$ cat config.mk
export PLATFORM = sky130hd
export DESIGN_NAME = wlzs_cell
export DESIGN_NICKNAME = d
export VERILOG_FILES = /design/src/hdl/window_layer_zorder_stack_macros.svh /design/src/hdl/wlzs_pkg.sv /design/src/hdl/wlzs_cell.sv
export SDC_FILE = /design/constraint.sdc
export NUM_CORES = 1
export LEC_CHECK = 0
export ABC_AREA = 1
export BUFFER_PORTS_ARGS = -buffer_cell sky130_fd_sc_hd__buf_4
export CAP_MARGIN = 20
export CORE_AREA = 4 4 100 102
export CTS_BUF_LIST = sky130_fd_sc_hd__clkbuf_8
export CTS_CLUSTER_DIAMETER = 40
export CTS_CLUSTER_SIZE = 24
export DETAILED_ROUTE_END_ITERATION = 10
export DIE_AREA = 0 0 104 106
export HOLD_SLACK_MARGIN = 0.15
export PLACE_DENSITY = 0.49
export SLEW_MARGIN = 10
export SYNTH_ARGS = -nofsm -noshare
export SYNTH_HDL_FRONTEND = slang
export SYNTH_SLANG_ARGS = --single-unit
export TNS_END_PERCENT = 1
$ cat constraint.sdc
create_clock -name clock -period 4.86 [get_ports clock]
set_input_delay 0 -clock clock [delete_from_list [all_inputs] [get_ports clock]]
set_output_delay 0 -clock clock [all_outputs]
set_load 0.005 [all_outputs]
$ cat src/hdl/window_layer_zorder_stack_macros.svh
// Assertion macros for the layer stacking block.
// Each one checks a property on the rising edge of clk, off while rst is high.
`ifndef WINDOW_LAYER_ZORDER_STACK_MACROS_SVH
`define WINDOW_LAYER_ZORDER_STACK_MACROS_SVH

`ifndef SYNTHESIS

// Same-cycle implication.
`define WLZS_ASSERT_IMPL(label, clk, rst, ante, cons, msg) \
   label: assert property (@(posedge clk) disable iff (rst) (ante) |-> (cons)) \
      else $error(msg);

// Next-cycle implication.
`define WLZS_ASSERT_NEXT(label, clk, rst, ante, cons, msg) \
   label: assert property (@(posedge clk) disable iff (rst) (ante) |=> (cons)) \
      else $error(msg);

`else

`define WLZS_ASSERT_IMPL(label, clk, rst, ante, cons, msg)
`define WLZS_ASSERT_NEXT(label, clk, rst, ante, cons, msg)

`endif

`endif

$ cat src/hdl/wlzs_pkg.sv
`timescale 1ns / 1ps

package wlzs_pkg;

   localparam int NUM_LAYERS_DEFAULT = 256;

   typedef enum logic [1:0] {
      ST_IDLE,
      ST_WALK,
      ST_APPLY
   } state_type;

   typedef enum logic {
      CMD_ALLOC = 1'b0,
      CMD_SET   = 1'b1
   } command_type;

   typedef enum logic [1:0] {
      STATUS_OK        = 2'd0,
      STATUS_FULL      = 2'd1,
      STATUS_NOT_ALLOC = 2'd2
   } status_type;

   // Layer index width: wide enough for the slot count and for an 8-bit layer id.
   function automatic int idx_width(input int n);
      return (n > 256) ? $clog2(n) : 8;
   endfunction

   // Signed height width: -1 up to n-1.
   function automatic int ht_width(input int n);
      return $clog2(n) + 1;
   endfunction

   // valid, cmd, id, hit, in_use, height, slot
   function automatic int walk_width(input int n);
      return 4 + 2 * idx_width(n) + ht_width(n);
   endfunction

   // valid, id, height, lo, hi, up
   function automatic int bcast_width(input int n);
      return 4 + idx_width(n) + 3 * ht_width(n);
   endfunction

endpackage

$ cat src/hdl/wlzs_cell.sv
`timescale 1ns / 1ps

module wlzs_cell
   import wlzs_pkg::*;
#(
   parameter int NUM_LAYERS = NUM_LAYERS_DEFAULT,
   parameter int CELL_INDEX = 0,
   localparam int WALK_W = walk_width(NUM_LAYERS),
   localparam int BCAST_W = bcast_width(NUM_LAYERS)
) (
   input  logic               clock,
   input  logic               reset,
   input  logic [WALK_W-1:0]  walk_i,
   output logic [WALK_W-1:0]  walk_o,
   input  logic [BCAST_W-1:0] bcast_i
);

   localparam int IDX_W = idx_width(NUM_LAYERS);
   localparam int HT_W = ht_width(NUM_LAYERS);
   localparam logic [IDX_W-1:0] MY_IDX = IDX_W'(CELL_INDEX);
   localparam logic signed [HT_W-1:0] HIDDEN = '1;

   typedef struct packed {
      logic                   valid;
      command_type            cmd;
      logic [IDX_W-1:0]       id;
      logic                   hit;
      logic                   in_use;
      logic signed [HT_W-1:0] height;
      logic [IDX_W-1:0]       slot;
   } walk_type;

   typedef struct packed {
      logic                   valid;
      logic [IDX_W-1:0]       id;
      logic signed [HT_W-1:0] height;
      logic signed [HT_W:0]   lo;
      logic signed [HT_W:0]   hi;
      logic                   up;
   } bcast_type;

   walk_type               walk_up;
   walk_type               walk_in;
   walk_type               walk_ff;
   bcast_type              bcast;
   logic                   in_use_ff;
   logic                   in_use_in;
   logic signed [HT_W-1:0] height_ff;
   logic signed [HT_W-1:0] height_in;
   logic signed [HT_W:0]   height_x;

   assign walk_up = walk_i;
   assign bcast   = bcast_i;
   assign walk_o  = walk_ff;

   always_comb begin
      walk_in   = walk_up;
      in_use_in = in_use_ff;
      height_in = height_ff;
      height_x  = (HT_W + 1)'(height_ff);

      if (walk_up.valid) begin
         unique case (walk_up.cmd)
            CMD_ALLOC: begin
               // first free cell on the way claims itself
               if (!walk_up.hit && !in_use_ff) begin
                  walk_in.hit  = 1'b1;
                  walk_in.slot = MY_IDX;
                  in_use_in    = 1'b1;
                  height_in    = HIDDEN;
               end
            end
            CMD_SET: begin
               if (walk_up.id == MY_IDX) begin
                  walk_in.hit    = 1'b1;
                  walk_in.in_use = in_use_ff;
                  walk_in.height = height_ff;
               end
            end
            default: walk_in = walk_up;
         endcase
      end

      if (bcast.valid && in_use_ff) begin
         if (bcast.id == MY_IDX) begin
            height_in = bcast.height;
         end else if ($signed(height_x) >= $signed(bcast.lo) &&
                      $signed(height_x) <= $signed(bcast.hi)) begin
            height_in = bcast.up ? height_ff + HT_W'(1) : height_ff - HT_W'(1);
         end
      end
   end

   always_ff @(posedge clock) begin
      if (reset) begin
         walk_ff   <= '0;
         in_use_ff <= 1'b0;
         height_ff <= HIDDEN;
      end else begin
         walk_ff   <= walk_in;
         in_use_ff <= in_use_in;
         height_ff <= height_in;
      end
   end

endmodule

# Yosys cells after proc, flatten, opt, wreduce, memory -nomap -nowiden
# Cells that the tools add are included.
[classes]
n_lt_le_gt_ge = 2
n_addsub = 2
reduce_logical = 8
muxes = 14
bitwise_logic = 1
[op_table]
columns = ["cell", "n"]
rows = [
  ["$mux W9", 7],
  ["$mux W29", 1],
  ["$logic_not A8 Y1", 2],
  ["$mux W8", 2],
  ["$mux W11", 1],
  ["$ge A9 B10 Y1", 1],
  ["$le A9 B10 Y1", 1],
  ["$mux W10", 1],
  ["$add A9 B2 Y9 const B", 1],
  ["$sub A9 B2 Y9 const B", 1],
  ["$logic_and A1 B1 Y1", 3],
  ["$reduce_and A3 Y1", 1],
  ["$logic_not A1 Y1", 2],
  ["$pmux W1 S2", 1],
  ["$mux W1", 1],
  ["$not A1 Y1", 1],
]
[totals]
elab_cells = 36
output_inout_bits = 29
in_bits = 70
reg_bits = 39

# Logic depth before layout (Yosys ltp)
[logic_depth]
depth_word = 8
depth_mapped = 16
ltp_nobuf = 16

# Worst setup path after synthesis
# No wires, ideal clock.
[synth_timing]
kind = "register -> register"
start = "reg height_ff[8]"
end = "reg height_ff[7]"
setup_time_ns = 0.115
setup_slack_ns = 3.144
path_buffers = 0
path_stages_with_launch = 14
period_less_slack_ns = 1.716
required_ns = 4.745
t_arrival_ns = 1.601
cell_sequence = "dfxtp_1 ha_1 nand2_2 inv_1 a21oi_1 nand3_1 nand2_1 nand3_2 nand2_4 inv_4 nand2_1 nand3_1 nand2_1 nand2_1"
[synth_via]
elab_chain_cells = 5
word_cells_on_any_way = 6
classes_between = "2 x order compare; 3 x mux; 1 x reduce/logical"
[synth_rtl]
columns = ["item", "line_no", "source"]
rows = [
  ["from (decl)", "wlzs_cell.sv:48", "logic signed [HT_W-1:0] height_ff;"],
  ["from (signal assigned)", "wlzs_cell.sv:102", "height_ff <= height_in;"],
  ["$ge A9 B10 Y1 / $le A9 B10 Y1 (equally long branches)", "wlzs_cell.sv:87, wlzs_cell.sv:88", ""],
  ["$logic_and A1 B1 Y1 *", "wlzs_cell.sv:87", "end else if ($signed(height_x) >= $signed(bcast.lo) &&"],
  ["$mux W9 *", "wlzs_cell.sv:87", ""],
  ["$mux W9 *", "wlzs_cell.sv:85", "if (bcast.id == MY_IDX) begin"],
  ["$mux W9 *", "wlzs_cell.sv:84", "if (bcast.valid && in_use_ff) begin"],
]
# Mark *: on every way between the ends. The rest lies on a longest branch, timed or not.
# A chain may end at the register's enable or synchronous reset.

# Worst setup path in the final report
[layout_timing]
start = "in walk_i[27]"
end = "reg walk_ff (netlist bit walk_o[7])"
[layout_via]
elab_chain_cells = 2
[layout_rtl]
columns = ["item", "line_no", "source"]
rows = [
  ["from (decl)", "wlzs_cell.sv:13", "input logic [WALK_W-1:0] walk_i,"],
  ["$mux W8", "wlzs_cell.sv:63", "unique case (walk_up.cmd)"],
  ["$mux W29", "wlzs_cell.sv:62", "if (walk_up.valid) begin"],
  ["to (signal assigned)", "wlzs_cell.sv:100", "walk_ff <= walk_in;"],
  ["to (decl)", "wlzs_cell.sv:44", "walk_type walk_ff;"],
]
# No other way between the ends.

==> impl_metrics.env <==
export IMPL_io_pins=99
export IMPL_grt_pass1_wl_mm=12.6
export IMPL_hold_start="bcast_i[0]"
export IMPL_timing_hold_ws_ns=0.204
export IMPL_hold_violations=0
export IMPL_numPortBuffers=98
export IMPL_pre_cts_slack_ns=2.86
export IMPL_power_uw=801
export IMPL_place_hpwl_mm=5.62
export IMPL_wire_per_inst_um=12.1
export IMPL_synth_distinct_cells=27
export IMPL_setup_violations=0
export IMPL_whs_endpoint="height_ff[8]"
export IMPL_first_pass_iters=4
export IMPL_synth_area_um2=2430
export IMPL_fp_dieW_um=104
export IMPL_min_path_cells=7
export IMPL_synth_fa_ha_area_share_pct=14.7
export IMPL_outcome="finished clean"
export IMPL_maxSlewHeadroom_pct=62.0
export IMPL_grt_max_degree=40
export IMPL_ys_ff_latch=39
export IMPL_power_density_nw_per_um2=203
export IMPL_synth_top_family_by_area="simple AND/OR/NAND/NOR gates"
export IMPL_synth_compound_area_share_pct=8.32
export IMPL_num_rows=35
export IMPL_maxCapViolCount=0
export IMPL_post_place_cells=555
export IMPL_r2r_end="walk_o[7]"
export IMPL_synth_cells=355
export IMPL_arrival_ns=2.32
export IMPL_stdcell_count=621
export IMPL_post_route_drc_count=0
export IMPL_wl_mm=7.53
export IMPL_coreArea_um2=9110
export IMPL_die_area_um2=11000
export IMPL_cp_max_fo=17
export IMPL_path_class="in -> reg"
export IMPL_setup_ws_ns=2.71
export IMPL_vias=2682
export IMPL_rsz0062_at_grt="false"
export IMPL_syn_avg_cell_area_um2=6.86
export IMPL_r2r_worst_path_cells=7
export IMPL_die_y_um=106
export IMPL_synthMuxAreaShare_pct=0
export IMPL_grt_pass1_vias=2711
export IMPL_htreeDepth=2
export IMPL_p_int_uw=568
export IMPL_rrSetupSlack_ns=2.77
export IMPL_synth_nets=453
export IMPL_yosys_area_share_simple_pct=30.9
export IMPL_critPathLaunchType="primary input"
export IMPL_layout_common_cells="buf_4, nand2_1, inv_1"
export IMPL_areaGrowthSynthToFinish_pct=61.6
export IMPL_min_period_ns=2.15
export IMPL_nFillCells=943
export IMPL_antenna_cells=0
export IMPL_synth_xor_area_share_pct=2.88
export IMPL_grt_usage_pct=13.9
export IMPL_cts_tree="built"
export IMPL_ant_nets=0
export IMPL_p_clk_share_pct=26.7
export IMPL_clk_latency_ns=0.29
export IMPL_min_period_over_period_pct=44.2
export IMPL_clock_skew_ns=0.00722
export IMPL_antenna_found_initial=0
export IMPL_final_common_cell="buf_4"
export IMPL_critPathRequiredTime_ns=5.03
export IMPL_cellLeakagePower_nw=2.12
export IMPL_synth_top_cell_area_share_pct=32.1
export IMPL_combPwrFrac_pct=30.3
export IMPL_peakVddDrop_mv=0.108
export IMPL_initial_utilization_pct=26.7
export IMPL_cts_buffers=5
export IMPL_yosys_warnings=0
export IMPL_root_buffer="clkbuf_8"
export IMPL_hold_class="in -> reg"
export IMPL_clk_path_buf_depth=2
export IMPL_finalNetCount=607
export IMPL_yosys_top_cells_area="dfxtp_1, nand2_1, ha_1"
export IMPL_cts_sinks=39
export IMPL_overflow=0
export IMPL_drive_gt1_share_pct=22.7
export IMPL_synth_top_cell_by_area="dfxtp_1"
export IMPL_maxSlewViolCount=0
export IMPL_switching_share_pct=29.1
export IMPL_p_switching_uw=233
export IMPL_power_frac_seq_pct=43.0
export IMPL_fin_tns_setup_ns=0
export IMPL_end_kind="flip-flop"
export IMPL_vias_per_cell=4.32
export IMPL_place_congestion=0.775
export IMPL_ctsResizeCount=0
export IMPL_ys_seq_area_share_pct=32.1
export IMPL_worstMarginPinSlew_ns=0.569
export IMPL_clk_pin_slew_worst_paths_ns=0.08
export IMPL_max_freq_mhz=465
export IMPL_reg2reg_from="in_use_ff"
export IMPL_drt_initial_drc_count=99
## area by class of cell
cell class | instances | area (um^2) | share of cell area, %
multi-input combinational | 246 | 1380 | 35.2
clock inverter | 3 | 16.3 | 0.413
tap | 111 | 139 | 3.53
inverter | 61 | 231 | 5.88
timing repair buffer | 156 | 1310 | 33.4
clock buffer | 5 | 68.8 | 1.75
sequential | 39 | 781 | 19.8
## timing repair
| item | 4_1_cts | 5_1_grt |
|---|---|---|
| hold buffers | 57 | 0 |
| buffers inserted | 0 | 0 |
| endpoints found under the hold margin | 39 | 0 |
## worst max-delay path, stage by stage
cell           delay [ns]
dlygate4sd3_1        0.55
buf_4                0.14
inv_1                0.07
nand3_1              0.10
nor2_1               0.17
clkinv_1             0.47
nand2_1              0.19
nor2_1               0.05
dlygate4sd3_1        0.57
## per-layer routing
layer	global-route usage [%]	up-vias	wire length, um
met5	0	-	0
met4	5.32	0	241
met3	2.19	19	227
met2	24.7	61	3730
met1	16.9	1178	3330
li1	-	1424	-
## how the worst max path moves through the flow
stage	from	slack [ns]	cells past startpoint	to
after floorplan	height_ff[8]	3.14	13	height_ff[7]
after global placement	walk_i[24]	2.96	7	walk_o[10]
after detailed placement	height_ff[8]	2.86	13	height_ff[0]
after CTS	walk_i[24]	2.71	8	walk_o[10]
after global routing	walk_i[27]	2.53	9	walk_o[5]
final	walk_i[27]	2.71	9	walk_o[7]
## power groups by stage
stage	sequential, mW	combinational (mW)	clock, mW
finish	0.344	0.242	0.214
global route	0.347	0.275	0.232
CTS	0.344	0.243	0.223
detailed placement	0.352	0.205	0
global placement	0.352	0.201	0
floorplan	0.351	0.116	0
## synth_stat cells (all sizes together)
cell    count
buf         5
nand3      20
a21oi      19
fa          1
nor2       54
a21o        2
a31oi       1
xor2        5
dfxtp      39
ha         27
nand4       5
clkinv      1
o21bai      2
clkbuf      4
nor4        3
nor3        1
nand2      94
inv        60
a211oi      9
xnor2       3
## kinds of logic (layout without fill, tap and decap cells)
logic type                 after synthesis  count (layout)
adders and majority gates               28              28
and+or+nand+nor                        177             177
DFF                                     39              39
AOI/OAI and AO/OA                       33              33
buffers and inverters                   70             225
xor gates and xnor gates                 8               8
## state kept, by name, indices dropped and copies added, names as in the netlist
signal     cells
in_use_ff      1
walk_o        29
height_ff      9
## per-stage QoR
step           cell area [um^2]  util (%)
2_1_floorplan              2430         -
3_3_place_gp               3270      35.9
3_5_place_dp               3270      35.9
4_1_cts                    3930      43.1
5_1_grt                    3930      43.2
6_report                   3930      43.2
No activity file was read; power rests on OpenSTA's default activity.
